$ cat src/rtl/jsds_pkg.sv
// shared types and constants of the jpeg sof dimension scanner
package jsds_pkg;

  localparam int unsigned BYTE_W  = 8;
  localparam int unsigned DIM_W   = 16;
  localparam int unsigned STAT_W  = 2;
  localparam int unsigned OFF_W   = 16;
  localparam int unsigned EARLY_W = 3;
  localparam int unsigned OUT_TDATA_W = 40;

  localparam logic [BYTE_W-1:0] MARK_PREFIX = 8'hFF;
  localparam logic [BYTE_W-1:0] MARK_SOI    = 8'hD8;
  localparam logic [BYTE_W-1:0] MARK_SOF0   = 8'hC0;
  localparam logic [BYTE_W-1:0] MARK_SOF2   = 8'hC2;
  localparam logic [BYTE_W-1:0] MARK_EOI    = 8'hD9;

  localparam logic [EARLY_W-1:0] EARLY_SAT   = 3'd4;
  localparam logic [OFF_W-1:0]   SOF_PREFIX  = 16'd3;
  localparam logic [OFF_W-1:0]   LEN_HDR     = 16'd2;

  typedef enum logic [STAT_W-1:0] {
    ST_OK    = 2'd0,
    ST_INVAL = 2'd1,
    ST_NOSUP = 2'd2
  } status_t;

  typedef enum logic [3:0] {
    PH_SOI0,
    PH_SOI1,
    PH_SCAN,
    PH_MARK,
    PH_LENHI,
    PH_LENLO,
    PH_SKIP,
    PH_SOFPRE,
    PH_HHI,
    PH_HLO,
    PH_WHI,
    PH_WLO,
    PH_TAIL
  } phase_t;

  typedef struct packed {
    logic             valid;
    status_t          status;
    logic [DIM_W-1:0] width;
    logic [DIM_W-1:0] height;
  } result_t;

endpackage

$ cat src/rtl/jsds_in_reg.sv
// input register stage holding one byte item
module jsds_in_reg (
  input  logic                       clk,
  input  logic                       rst,
  input  logic                       s_tvalid,
  output logic                       s_tready,
  input  logic [jsds_pkg::BYTE_W-1:0] s_tdata,
  input  logic                       s_tlast,
  input  logic                       take,
  output logic                       valid,
  output logic [jsds_pkg::BYTE_W-1:0] data_byte,
  output logic                       last_byte
);

  assign s_tready = !valid || take;

  always_ff @(posedge clk) begin
    if (rst) begin
      valid <= 1'b0;
    end else if (s_tready) begin
      valid <= s_tvalid;
    end
  end

  always_ff @(posedge clk) begin
    if (s_tvalid && s_tready) begin
      data_byte <= s_tdata;
      last_byte <= s_tlast;
    end
  end

endmodule

$ cat src/rtl/jsds_core.sv
// marker scan state and per-byte next-state logic
module jsds_core (
  input  logic                        clk,
  input  logic                        rst,
  input  logic                        step,
  input  logic [jsds_pkg::BYTE_W-1:0] data_byte,
  input  logic                        last_byte,
  output jsds_pkg::result_t           res
);

  jsds_pkg::phase_t                phase, phase_next;
  logic [jsds_pkg::EARLY_W-1:0]    early_count, early_count_next;
  logic [jsds_pkg::OFF_W-1:0]      segment_offset, segment_offset_next;
  logic [jsds_pkg::BYTE_W-1:0]     length_hi, length_hi_next;
  logic [jsds_pkg::DIM_W-1:0]      height_hold, height_hold_next;
  logic [jsds_pkg::DIM_W-1:0]      width_hold, width_hold_next;
  logic                            decided, decided_next;
  logic [jsds_pkg::OFF_W-1:0]      offset_dec;
  logic [jsds_pkg::OFF_W-1:0]      seg_len;
  logic                            emit;
  jsds_pkg::status_t               emit_status;
  logic                            emit_dims;

  assign offset_dec = (segment_offset != '0) ? segment_offset - 16'd1 : segment_offset;
  assign seg_len    = {length_hi, data_byte};

  // next state of the scan
  always_comb begin
    phase_next          = phase;
    segment_offset_next = segment_offset;
    length_hi_next      = length_hi;
    height_hold_next    = height_hold;
    width_hold_next     = width_hold;
    decided_next        = decided;
    emit                = 1'b0;
    emit_status         = jsds_pkg::ST_OK;
    emit_dims           = 1'b0;
    early_count_next    = (early_count < jsds_pkg::EARLY_SAT) ?
                          early_count + 3'd1 : early_count;

    if (!decided) begin
      unique case (phase)
        jsds_pkg::PH_SOI0: begin
          if (data_byte != jsds_pkg::MARK_PREFIX) begin
            emit = 1'b1;
            emit_status = jsds_pkg::ST_INVAL;
          end else begin
            phase_next = jsds_pkg::PH_SOI1;
          end
        end
        jsds_pkg::PH_SOI1: begin
          if (data_byte != jsds_pkg::MARK_SOI) begin
            emit = 1'b1;
            emit_status = jsds_pkg::ST_INVAL;
          end else begin
            phase_next = jsds_pkg::PH_SCAN;
          end
        end
        jsds_pkg::PH_SCAN: begin
          if (data_byte == jsds_pkg::MARK_PREFIX) phase_next = jsds_pkg::PH_MARK;
        end
        jsds_pkg::PH_MARK: begin
          if (data_byte == jsds_pkg::MARK_SOF0 || data_byte == jsds_pkg::MARK_SOF2) begin
            segment_offset_next = jsds_pkg::SOF_PREFIX;
            phase_next = jsds_pkg::PH_SOFPRE;
          end else if (data_byte == jsds_pkg::MARK_EOI) begin
            emit = 1'b1;
            emit_status = jsds_pkg::ST_NOSUP;
          end else begin
            phase_next = jsds_pkg::PH_LENHI;
          end
        end
        jsds_pkg::PH_LENHI: begin
          length_hi_next = data_byte;
          phase_next = jsds_pkg::PH_LENLO;
        end
        jsds_pkg::PH_LENLO: begin
          if (seg_len <= jsds_pkg::LEN_HDR) begin
            phase_next = jsds_pkg::PH_SCAN;
          end else begin
            segment_offset_next = seg_len - jsds_pkg::LEN_HDR;
            phase_next = jsds_pkg::PH_SKIP;
          end
        end
        jsds_pkg::PH_SKIP: begin
          segment_offset_next = offset_dec;
          if (offset_dec == '0) phase_next = jsds_pkg::PH_SCAN;
        end
        jsds_pkg::PH_SOFPRE: begin
          segment_offset_next = offset_dec;
          if (offset_dec == '0) phase_next = jsds_pkg::PH_HHI;
        end
        jsds_pkg::PH_HHI: begin
          height_hold_next = {data_byte, height_hold[jsds_pkg::BYTE_W-1:0]};
          phase_next = jsds_pkg::PH_HLO;
        end
        jsds_pkg::PH_HLO: begin
          height_hold_next = {height_hold[jsds_pkg::DIM_W-1:jsds_pkg::BYTE_W], data_byte};
          phase_next = jsds_pkg::PH_WHI;
        end
        jsds_pkg::PH_WHI: begin
          width_hold_next = {data_byte, width_hold[jsds_pkg::BYTE_W-1:0]};
          phase_next = jsds_pkg::PH_WLO;
        end
        jsds_pkg::PH_WLO: begin
          width_hold_next = {width_hold[jsds_pkg::DIM_W-1:jsds_pkg::BYTE_W], data_byte};
          phase_next = jsds_pkg::PH_TAIL;
        end
        jsds_pkg::PH_TAIL: begin
          emit = 1'b1;
          emit_status = jsds_pkg::ST_OK;
          emit_dims = 1'b1;
        end
        default: phase_next = jsds_pkg::PH_SCAN;
      endcase
      if (emit) decided_next = 1'b1;
    end

    // end of file: answer if still open, then start over
    if (last_byte) begin
      if (!decided_next) begin
        emit = 1'b1;
        emit_status = (early_count_next < jsds_pkg::EARLY_SAT) ?
                      jsds_pkg::ST_INVAL : jsds_pkg::ST_NOSUP;
      end
      phase_next          = jsds_pkg::PH_SOI0;
      early_count_next    = '0;
      segment_offset_next = '0;
      length_hi_next      = '0;
      height_hold_next    = '0;
      width_hold_next     = '0;
      decided_next        = 1'b0;
    end
  end

  // result of this byte
  always_comb begin
    res.valid  = step && emit;
    res.status = emit_status;
    res.width  = emit_dims ? width_hold : '0;
    res.height = emit_dims ? height_hold : '0;
  end

  always_ff @(posedge clk) begin
    if (rst) begin
      phase          <= jsds_pkg::PH_SOI0;
      early_count    <= '0;
      segment_offset <= '0;
      length_hi      <= '0;
      height_hold    <= '0;
      width_hold     <= '0;
      decided        <= 1'b0;
    end else if (step) begin
      phase          <= phase_next;
      early_count    <= early_count_next;
      segment_offset <= segment_offset_next;
      length_hi      <= length_hi_next;
      height_hold    <= height_hold_next;
      width_hold     <= width_hold_next;
      decided        <= decided_next;
    end
  end

  a_one_result_per_file: assert property (@(posedge clk) disable iff (rst)
    res.valid |-> (!decided || last_byte) && !(decided && !last_byte))
    else $error("second result within one file");

  a_restart_after_last: assert property (@(posedge clk) disable iff (rst)
    step && last_byte |=> phase == jsds_pkg::PH_SOI0 && early_count == '0 && !decided)
    else $error("scan did not restart after last byte");

  a_skip_offset_live: assert property (@(posedge clk) disable iff (rst)
    (phase == jsds_pkg::PH_SKIP || phase == jsds_pkg::PH_SOFPRE) && !decided
    |-> segment_offset != '0)
    else $error("skip phase with empty offset");

endmodule

$ cat src/rtl/jsds_out_reg.sv
// result register on the master side
module jsds_out_reg (
  input  logic                             clk,
  input  logic                             rst,
  input  logic                             load,
  input  jsds_pkg::result_t                res,
  output logic                             m_tvalid,
  input  logic                             m_tready,
  output logic [jsds_pkg::OUT_TDATA_W-1:0] m_tdata
);

  localparam int unsigned PAD_W = jsds_pkg::OUT_TDATA_W - jsds_pkg::STAT_W
                                  - 2 * jsds_pkg::DIM_W;

  always_ff @(posedge clk) begin
    if (rst) begin
      m_tvalid <= 1'b0;
    end else if (load) begin
      m_tvalid <= 1'b1;
    end else if (m_tready) begin
      m_tvalid <= 1'b0;
    end
  end

  always_ff @(posedge clk) begin
    if (load) begin
      m_tdata <= {{PAD_W{1'b0}}, res.height, res.width, res.status};
    end
  end

endmodule

$ cat src/rtl/jpeg_sof_dimension_scanner.sv
// a byte is held in the input register; its result is loaded into m_tdata when the byte steps through the scan logic
// throughput: one byte per cycle; the only stall is a result held by m_tready low
// one result per file, from the deciding byte or from the byte flagged by s_tlast
// reset: rst (synchronous, active high) empties both registers and rearms the soi check
// no clearing pass: the block accepts bytes as soon as rst is released
module jpeg_sof_dimension_scanner (
  input  logic        clk,
  input  logic        rst,
  // byte stream in
  input  logic        s_tvalid,
  output logic        s_tready,
  input  logic [7:0]  s_tdata,   // [7:0] data_byte
  input  logic        s_tlast,   // last_byte of the file
  // result stream out
  output logic        m_tvalid,
  input  logic        m_tready,
  output logic [39:0] m_tdata    // [1:0] status, [17:2] image_width, [33:18] image_height
);

  logic                        in_valid;
  logic [jsds_pkg::BYTE_W-1:0] in_byte;
  logic                        in_last;
  logic                        out_free;
  logic                        core_step;
  jsds_pkg::result_t           core_res;

  // the result register can take a new result this cycle
  assign out_free  = !m_tvalid || m_tready;
  // one byte moves through the scan logic whenever its result has a place
  assign core_step = in_valid && out_free;

  // input register
  jsds_in_reg u_in_reg (
    .clk       (clk),
    .rst       (rst),
    .s_tvalid  (s_tvalid),
    .s_tready  (s_tready),
    .s_tdata   (s_tdata),
    .s_tlast   (s_tlast),
    .take      (core_step),
    .valid     (in_valid),
    .data_byte (in_byte),
    .last_byte (in_last)
  );

  // marker scan and dimension capture
  jsds_core u_core (
    .clk       (clk),
    .rst       (rst),
    .step      (core_step),
    .data_byte (in_byte),
    .last_byte (in_last),
    .res       (core_res)
  );

  // result register
  jsds_out_reg u_out_reg (
    .clk      (clk),
    .rst      (rst),
    .load     (core_res.valid),
    .res      (core_res),
    .m_tvalid (m_tvalid),
    .m_tready (m_tready),
    .m_tdata  (m_tdata)
  );

  a_no_step_when_blocked: assert property (@(posedge clk) disable iff (rst)
    m_tvalid && !m_tready |-> !core_step)
    else $error("scan advanced while result was blocked");

  a_dims_only_when_ok: assert property (@(posedge clk) disable iff (rst)
    m_tvalid && m_tdata[1:0] != jsds_pkg::ST_OK |-> m_tdata[33:2] == '0)
    else $error("dimensions on a failed result");

endmodule

$ cat config.mk
export PLATFORM = sky130hd
export DESIGN_NAME = jpeg_sof_dimension_scanner
export DESIGN_NICKNAME = d
export VERILOG_FILES = /design/src/rtl/jsds_pkg.sv /design/src/rtl/jsds_in_reg.sv /design/src/rtl/jsds_core.sv /design/src/rtl/jsds_out_reg.sv /design/src/rtl/jpeg_sof_dimension_scanner.sv
export SDC_FILE = /design/constraint.sdc
export NUM_CORES = 1
export LEC_CHECK = 0
export BUFFER_PORTS_ARGS = -buffer_cell sky130_fd_sc_hd__buf_4
export CORE_ASPECT_RATIO = 1.2
export CORE_MARGIN = 2
export CORE_UTILIZATION = 50
export DETAILED_ROUTE_END_ITERATION = 8
export PLACE_DENSITY_LB_ADDON = 0.3
export SLEW_MARGIN = 20
export SYNTH_ARGS = -nofsm -noshare
export SYNTH_HDL_FRONTEND = slang
export SYNTH_SLANG_ARGS = --single-unit
$ cat constraint.sdc
create_clock -name clk -period 8.05 [get_ports clk]
set_input_delay 0.805 -clock clk [delete_from_list [all_inputs] [get_ports clk]]
set_output_delay 0.805 -clock clk [all_outputs]
set_load 0.03 [all_outputs]
==> run metrics, run 1 <==
Leak about 2.1 nW; worst skew pair latency 0.35 ns; antenna violations before repair 0; register bit total from synthesis between 100 and 150; boundary pin count 55; antenna cell count 0; FF/Latch Area around 2600 um2; met2 Use GR between 30% and 40%; Netlist cell types between 60 and 70; clock buffer depth 2; Area growth syn-to-layout 13.6%; crit path from u_in_reg.data_byte[3]; GR Layer Usage met1 between 20 and 30%; Port Buf Inserts 48; vias in the first global route between 4000 and 5000; Comb pwr share 6.9%; Multi-input gate area roughly 2500 um2; Post-DP Area ~5700 um2; final WL about 12000 um; internal power around 860 uW; Sequential Power Share 52.6%; dominant cells by area after synthesis dfxtp_1, edfxtp_1, nor2_1, a32oi_1, and2_1; crit-path max FO 16; Clock Sinks ~110; RSZ-0062 raised after global routing false; pwr dens 189 nW/um2; Async SR Flop Fraction 0%; total gr overflow 0; full die area around 11000 um2; final-layout fill cell count a little over 900; Hold WC Path Type flip-flop to flip-flop; antenna viol nets, final 0; worst flop-to-flop path startpoint u_in_reg.data_byte[3]; post-route cell area roughly 6000 um2; CTS-repair resized insts 0; nets@finish around 610; Clock Skew 0.00710 ns; Worst-path clk slew roughly 0.070 ns; EDFF count, synth between 40 and 50; fin. max-slew vios 0; core area 10400 um2; dominant cell type by area after synthesis dfxtp_1; first-pass GRT wire length 20100 um; DR DRC count 0; Setup CP Type flip-flop to flip-flop; initial core utilization between 50 and 60%; Switching Share 24.1%; switching power ~270 uW; Crit path required time about 8.3 ns; predominant post-synthesis flop cell dfxtp_1; Max-cap violations 0; Slew HR about 26%; x dimension of the die 97.9 um; Final Cycle Share between 40% and 50%; GRT Util Overall a little over a fifth; post-DP HPWL about 8400 um; Max VDD drop about 0.00011 V; Arr. time, crit path 3.54 ns; grt met3 use around 3.4%; setup repair bufs after CTS 0; via count 4442; CTS tree built; post-synthesis sequential area ratio 49.4%; Syn Inst Count 555; startpoint types flip-flop; Clock power frac between 40% and 50%; most common cell in the netlist nor2_1; Crit. End Element flip-flop; fmax between 300 and 400 MHz; area share of the largest cell type after synthesis between 20% and 30%; synthesized area per cell about 9.5 um2; setup TNS 0 ns; Iter 0 DRT Violations between 300 and 400; Slew @ Worst Pin ~1.1 ns; synth warn 0; Die Y around 120 um; Final Wtd Congestion 0.883; # rows approximately 40; Clock Tree Root clkbuf_16; Inserted Clock Buffers 9; drt via density ~6.2; most frequent cells after synthesis nor2_1, dfxtp_1, edfxtp_1; H-tree depth 3; gr busiest metal met2; Period minus WS final approximately 3.3 ns; # setup viols final 0; outcome completed; layout cells sized above 1 around 14%; DR pass1 iterations 6; hold buffer count at CTS 0; WL/cell about 17 um; min-delay src u_core.width_hold[9]; Post-Syn Area roughly 5300 um2; largest net degree at the start of global routing 70; final hold violation count 0
through the flow:
stage / power (mW) / utilization [%] / instances / hold slack [ns] / setup WS [ns]
finish: 1.13 / 57.7 / 722 / 0.447 / 4.79
CTS: 1.14 / 57.7 / 722 / 0.451 / 4.75
detailed placement: 0.687 / 54.7 / 706 / 0.441 / 4.52
global placement: 0.685 / 54.7 / 706 / 0.438 / 4.73
global route: 1.17 / 57.7 / 722 / 0.469 / 4.61
floorplan: 0.660 / - / 560 / 0.427 / 5.23
cell type report:
type                            count  area share [%]
Sequential cell                   109            43.5
Multi-Input combinational cell    406            41.7
Timing Repair Buffer               50            6.25
Clock buffer                       10            3.98
Tap cell                          129            2.69
Clock inverter                      6            1.17
Inverter                           12           0.750
layout by cell type (no fill, tap or decap), types with 4 or more instances in the layout:
| cell type | instances |
|---|---|
| nor2_1 | 69 |
| dfxtp_1 | 66 |
| buf_4 | 50 |
| edfxtp_1 | 43 |
| a21oi_1 | 35 |
| nand2_1 | 35 |
| and2_1 | 35 |
| a32oi_1 | 25 |
| nand3_1 | 19 |
| o21ai_0 | 18 |
| nand4_1 | 12 |
| nor2b_1 | 12 |
| a22oi_1 | 12 |
| inv_1 | 11 |
| nor3_1 | 11 |
| nor4_1 | 10 |
| xnor2_1 | 10 |
| o22ai_1 | 9 |
| clkbuf_16 | 9 |
| xor2_1 | 7 |
| o21ai_1 | 6 |
| a211oi_1 | 6 |
| conb_1 | 6 |
| or2_2 | 5 |
| or4_1 | 5 |
| nand2b_1 | 4 |
| and4_1 | 4 |
| ha_1 | 4 |
metal layers:
metal | share of wire [%] | vias to the layer above | routed length, um
li1 | - | 2114 | -
met1 | 42 | 2111 | 5160
met2 | 49 | 185 | 6100
met3 | 6.0 | 32 | 741
met4 | 2.6 | 0 | 317
met5 | 0 | - | 0
registers in the layout (all words and copies together), names as in the netlist:
signal	count
u_core.phase	4
u_core.decided	1
u_core.width_hold	16
u_out_reg.m_tdata	34
u_in_reg.last_byte	1
u_out_reg.m_tvalid	1
u_core.early_count	3
u_core.height_hold	16
u_core.segment_offset	16
u_in_reg.data_byte	8
u_in_reg.valid	1
u_core.length_hi	8
worst max-delay path, stage by stage (launching register included):
cell	delay, ns
edfxtp_1	0.49
or3_1	0.43
nor4_1	0.59
or2_2	0.22
o2111ai_1	0.14
nor2_1	0.87
o21ai_0	0.23
a21oi_1	0.22
kinds of logic after synthesis:
logic type	after synthesis	synth area share (%)
AOI/OAI and AO/OA	135	17.5
muxes	2	0.402
adders and majority gates	4	0.947
DFF	109	49.4
buffers and inverters	45	3.74
xor gates and xnor gates	17	2.82
and+or+nand+nor	242	25.1
other	1	0.0709
final timing paths:
| path | end | cells past startpoint | slack [ns] |
|---|---|---|---|
| worst max-delay path | u_core.segment_offset[15] | 7 | 4.79 |
| worst min-delay path | u_core.width_hold[9] | 2 | 0.45 |
| worst max register to register | u_core.segment_offset[15] | 7 | 4.79 |
| worst min register to register | u_core.width_hold[9] | 2 | 0.45 |
power groups by stage:
stage | Sequential (mW) | Combinational (mW) | Clock, mW
2_1_floorplan | 0.622 | 0.0384 | 0
3_3_place_gp | 0.609 | 0.0762 | 0
3_5_place_dp | 0.610 | 0.0773 | 0
4_1_cts | 0.597 | 0.0776 | 0.463
5_1_grt | 0.599 | 0.0830 | 0.487
6_report | 0.597 | 0.0780 | 0.460
Note: power is estimated with default switching activity, not from simulation.
==> run 2, diff against run 1 <==
==> constraint.sdc (replaced) <==
create_clock -name clk -period 3.05 [get_ports clk]
set_input_delay 0.305 -clock clk [delete_from_list [all_inputs] [get_ports clk]]
set_output_delay 0.305 -clock clk [all_outputs]
set_load 0.03 [all_outputs]
==> run metrics, run 2 (synthesis results as in run 1) <==
via count 4384 (was 4442); final hold violation count 0 (unchanged); Slew @ Worst Pin 1.01 ns (was 1.11 ns); Worst-path clk slew 0.07 ns (about the same); antenna cell count 0 (unchanged); Arr. time, crit path 3.13 ns (was 3.54 ns); metal3 WL 618 um (was 741 um); Crit. End Element flip-flop (unchanged); Max-cap violations 0 (unchanged); antenna viol nets, final 0 (unchanged); post-DP HPWL 8990 um (was 8420 um); total power 3.06 mW (was 1.13 mW); full die area 11400 um2 (unchanged); Setup CP Type flip-flop to flip-flop (unchanged); Slew HR 32.3% (was 25.7%); internal power 2.36 mW (was 862 uW); GRT Util Overall 22.7% (was 21.8%); Sequential Power Share 51.5% (was 52.6%); drt via density 5.96 (was 6.15); uppermost layer routed met4 (unchanged); Area growth syn-to-layout 16.3% (was 13.6%); startpoint types flip-flop (unchanged); Period minus WS final 2.85 ns (was 3.26 ns); CTS tree built (unchanged); Worst Reg-to-Reg Cells 10 (was 7); worst skew pair latency 0.35 ns (about the same); outcome completed (unchanged); nets@finish 618 (was 605); Clock Skew 0.0121 ns (was 0.00710 ns); Final Cycle Share 93.4% (was 40.5%); pwr dens 498 nW/um2 (was 189 nW/um2); layout cells sized above 1 15.8% (was 14.3%); Clock Tree Root clkbuf_16 (unchanged); fmax 351 MHz (was 306 MHz); Port Buf Inserts 48 (unchanged); Leak 2.21 nW (was 2.12 nW); WL/cell 17.2 um (was 17.1 um); hold buffer count at CTS 0 (unchanged); Switching Share 22.8% (was 24.1%); total gr overflow 0 (unchanged); commonest non-fill, non-tap cell in the layout nor2_1 (unchanged); Crit path required time 3.33 ns (was 8.32 ns); Min Hold Slack 0.129 ns (was 0.447 ns); pre-CTS WS 0.0865 ns (was 4.52 ns); antenna violations before repair 0 (unchanged); x dimension of the die 97.9 um (unchanged); Hold WC Path Type primary input to flip-flop (was flip-flop to flip-flop); Iter 0 DRT Violations 284 (was 324); largest net degree at the start of global routing 70 (unchanged); DR pass1 iterations 5 (was 6); Biggest register u_out_reg.m_tdata (unchanged); Die Y 117 um (unchanged); first-pass GRT wire length 20600 um (was 20100 um); fin. max-slew vios 0 (unchanged); final-layout fill cell count 924 (was 917); wire length on met2 6360 um (was 6100 um); # rows 41 (unchanged); vias in the first global route 4016 (was 4129); H-tree depth 3 (unchanged); Clock power frac 41.6% (was 40.5%); max reg flops 34 (unchanged); boundary pin count 55 (unchanged); fin util 59.0% (was 57.7%); Inserted Clock Buffers 9 (unchanged); setup TNS 0 ns (unchanged); Max VDD drop 0.000270 V (was 0.000114 V); DR DRC count 0 (unchanged); M1 WL 5360 um (was 5160 um); Post-DP Area 5770 um2 (was 5700 um2); Clock Sinks 109 (unchanged); hold path cells 1 (was 2); fin cells 735 (was 722); initial core utilization 50.8% (unchanged); final WL 12600 um (was 12300 um); core area 10400 um2 (unchanged); clock buffer depth 2 (unchanged); Final Wtd Congestion 0.917 (was 0.883); reg2reg setup slack 0.20 ns (was 4.79 ns); Comb pwr share 6.9% (about the same); crit-path max FO 8 (was 16); most frequent cells in the layout nor2_1, dfxtp_1, buf_4, edfxtp_1 (unchanged); # setup viols final 0 (unchanged); Inst Count DP 714 (was 706); Final WS setup 0.201 ns (was 4.79 ns); switching power 698 uW (was 273 uW); post-route cell area 6150 um2 (was 6000 um2)
run 2: changes by cell type in the layout (fill, tap and decap cells not counted), moves of 2 or more:
cell and change:
buf_4 +12, clkbuf_1 +2, clkinv_2 -2, inv_6 +2, inv_8 -2
run 2: what timing repair did:
action / in CTS / in global routing
resized for setup: 0 / 4
setup buffers: 0 / 5
setup endpoints to repair: 0 / 3
run 2: area by class of cell:
class,instances,area [um2],area share (%)
clock buffer,12,246,4.01
clock inverter,4,77.6,1.26
inverter,12,45.0,0.733
multi-input combinational,406,2520,41.0
sequential,109,2610,42.5
tap,129,161,2.63
timing repair buffer,63,485,7.90
run 2: power groups by stage:
stage                     sequential (mW)  combinational (mW)  clock, mW
after global placement               1.61               0.208          0
after CTS                            1.58               0.211       1.29
after detailed placement             1.61               0.211          0
after global routing                 1.58               0.226       1.34
final                                1.58               0.211       1.27
after floorplan                      1.64               0.101          0
run 2: worst max-delay path, cell delays in order, from the launching register on:
cell and delay [ns]:
dfxtp_1 0.40, inv_1 0.13, ha_1 0.23, nor4b_4 0.13
buf_4 0.17, and4_4 0.20, o41a_1 0.37, nor4_4 0.29
nand4_2 0.18, a2111o_1 0.50, o211ai_2 0.17
run 2: path summary, 6_finish.rpt:
kind	to	start
max	u_core.phase[1]	u_core.segment_offset[0]
min	u_in_reg.data_byte[0]	s_tdata[0]
max reg2reg	u_core.phase[1]	u_core.segment_offset[0]
min reg2reg	u_core.width_hold[12]	u_core.width_hold[12]
run 2: routing by layer:
layer | global-route usage (%) | vias to the layer above
li1 | - | 2150
met1 | 28.5 | 2068
met2 | 39.4 | 141
met3 | 3.35 | 25
met4 | 9.35 | 0
met5 | 0 | -
==> run 3, diff against run 2 <==
--- a/config.mk
+++ b/config.mk
@@ -8,10 +8,10 @@
 export BUFFER_PORTS_ARGS = -buffer_cell sky130_fd_sc_hd__buf_4
 export CORE_ASPECT_RATIO = 1.2
 export CORE_MARGIN = 2
-export CORE_UTILIZATION = 50
+export CORE_UTILIZATION = 46
 export DETAILED_ROUTE_END_ITERATION = 8
 export PLACE_DENSITY_LB_ADDON = 0.3
-export SLEW_MARGIN = 20
+export SLEW_MARGIN = 40
 export SYNTH_ARGS = -nofsm -noshare
 export SYNTH_HDL_FRONTEND = slang
 export SYNTH_SLANG_ARGS = --single-unit
==> run metrics, run 3 (synthesis results as in run 1) <==
Worst Reg-to-Reg Cells 9 (was 10); final hold violation count 0 (unchanged); Clock Skew 0.00787 ns (was 0.0121 ns); Die Y 121 um (was 117 um); GRT Util Overall 20.8% (was 22.7%); internal power 2.17 mW (was 2.36 mW); DR DRC count 0 (unchanged); Area growth syn-to-layout 15.8% (was 16.3%); fin. max-slew vios 0 (unchanged); Sequential Power Share 54.4% (was 51.5%); Crit. End Element flip-flop (unchanged); worst skew pair latency 0.35 ns (about the same); clock buffer depth 2 (unchanged); Max-cap violations 0 (unchanged); Slew @ Worst Pin 0.758 ns (was 1.01 ns); pwr dens 471 nW/um2 (was 498 nW/um2); # setup viols final 0 (unchanged); drt via density 5.79 (was 5.96); fin cells 759 (was 735); Multi-input gate area 2520 um2 (about the same); reg2reg setup slack 0.21 ns (was 0.20 ns); hold buffer count at CTS 0 (unchanged); Biggest register u_out_reg.m_tdata (unchanged); core area 11100 um2 (was 10400 um2); Max VDD drop 0.000232 V (was 0.000270 V); boundary pin count 55 (unchanged); final WL 12400 um (was 12600 um); first-pass GRT wire length 20200 um (was 20600 um); most frequent cells in the layout nor2_1, dfxtp_1, buf_4, edfxtp_1 (unchanged); Port Buf Inserts 48 (unchanged); largest net degree at the start of global routing 70 (unchanged); Final Wtd Congestion 0.948 (was 0.917); startpoint types flip-flop (unchanged); crit path from u_core.segment_offset[0] (unchanged); Leak 2.17 nW (was 2.21 nW); # rows 42 (was 41); Clock Sinks 109 (unchanged); Setup crit end u_core.phase[1] (unchanged); Iter 0 DRT Violations 374 (was 284); fmax 352 MHz (was 351 MHz); CTS tree built (unchanged); switching power 707 uW (was 698 uW); pre-CTS WS 0.135 ns (was 0.0865 ns); max reg flops 34 (unchanged); H-tree depth 3 (unchanged); post-route cell area 6120 um2 (was 6150 um2); Min Hold Slack 0.132 ns (was 0.129 ns); Slew HR 49.5% (was 32.3%); commonest non-fill, non-tap cell in the layout nor2_1 (unchanged); Hold WC Path Type primary input to flip-flop (unchanged); DR pass1 iterations 5 (unchanged); nets@finish 617 (was 618); full die area 12400 um2 (was 11400 um2); Inst Count DP 741 (was 714); layout cells sized above 1 16.0% (was 15.8%); Post-DP Area 5820 um2 (was 5770 um2); x dimension of the die 102 um (was 97.9 um); outcome completed (unchanged); antenna viol nets, final 0 (unchanged); total gr overflow 0 (unchanged); antenna violations before repair 0 (unchanged); Setup CP Type flip-flop to flip-flop (unchanged); final-layout fill cell count 1054 (was 924); Final Cycle Share 93.0% (was 93.4%); Inserted Clock Buffers 9 (unchanged); antenna cell count 0 (unchanged); FF/Latch Area 2610 um2 (unchanged); Clock Tree Root clkbuf_16 (unchanged); worst flop-to-flop path startpoint u_core.segment_offset[0] (unchanged); Final WS setup 0.213 ns (was 0.201 ns); crit-path max FO 7 (was 8); fin util 55.0% (was 59.0%); WL/cell 16.3 um (was 17.2 um); Switching Share 24.5% (was 22.8%); Period minus WS final 2.84 ns (was 2.85 ns); Comb pwr share 7.7% (was 6.9%); Arr. time, crit path 3.12 ns (was 3.13 ns); Crit path required time 3.33 ns (about the same); via count 4397 (was 4384); Clock power frac 37.8% (was 41.6%); post-DP HPWL 8840 um (was 8990 um); Worst-path clk slew 0.07 ns (about the same); initial core utilization 47.5% (was 50.8%); vias in the first global route 4038 (was 4016); worst reg2reg path endpoint u_core.phase[1] (unchanged)
==> run 3: how the worst min path moves through the flow <==
stage	from	end	slack, ns	cells after the start
floorplan	s_tdata[0]	u_in_reg.data_byte[0]	0.40	0
global placement	u_core.width_hold[15]	u_core.width_hold[15]	0.43	2
detailed placement	u_core.height_hold[10]	u_core.height_hold[10]	0.44	2
CTS	s_tdata[3]	u_in_reg.data_byte[3]	0.13	1
global route	s_tdata[6]	u_in_reg.data_byte[6]	0.12	1
finish	s_tdata[3]	u_in_reg.data_byte[3]	0.13	1
==> run 3: final cells by class <==
| type | count | share of cell area [%] |
|---|---|---|
| Clock buffer | 10 | 3.74 |
| Clock inverter | 6 | 0.777 |
| Inverter | 12 | 0.736 |
| Multi-Input combinational cell | 406 | 41.1 |
| Sequential cell | 109 | 42.7 |
| Tap cell | 154 | 3.15 |
| Timing Repair Buffer | 62 | 7.81 |
==> run 3: what timing repair did <==
action / CTS / global route
endpoints found under the setup margin: 0 / 3
hold endpoints to repair: 0 / 0
buffers inserted: 0 / 2
resized for setup: 0 / 3
==> run 3: power by group through the flow <==
stage / logic [mW] / registers [mW] / clock network (mW)
6_report: 0.222 / 1.57 / 1.09
5_1_grt: 0.239 / 1.57 / 1.17
4_1_cts: 0.223 / 1.57 / 1.10
3_5_place_dp: 0.222 / 1.60 / 0
3_3_place_gp: 0.220 / 1.60 / 0
2_1_floorplan: 0.101 / 1.64 / 0
==> run 3: metrics by stage <==
stage	power [mW]	setup TNS [ns]
2_1_floorplan	1.74	0
3_3_place_gp	1.82	0
3_5_place_dp	1.82	0
4_1_cts	2.89	0
5_1_grt	2.98	-0.000482
6_report	2.88	0
==> run 3: routing by layer <==
layer  GRT usage, %  vias up  share of wire [%]
met5              0        -                  0
met4           8.33        0                2.2
met1           27.2     2077                 44
met2           34.3      146                 49
met3           3.28       21                4.5
li1               -     2153                  -
==> run 3: critical path: stages, from the launching register on <==
cell	delay, ns
dfxtp_1	0.36
inv_1	0.15
ha_1	0.17
nor4b_4	0.36
nand4_4	0.19
or3_1	0.36
a311oi_2	0.33
nand4_2	0.19
a2111o_1	0.50
o211ai_2	0.16
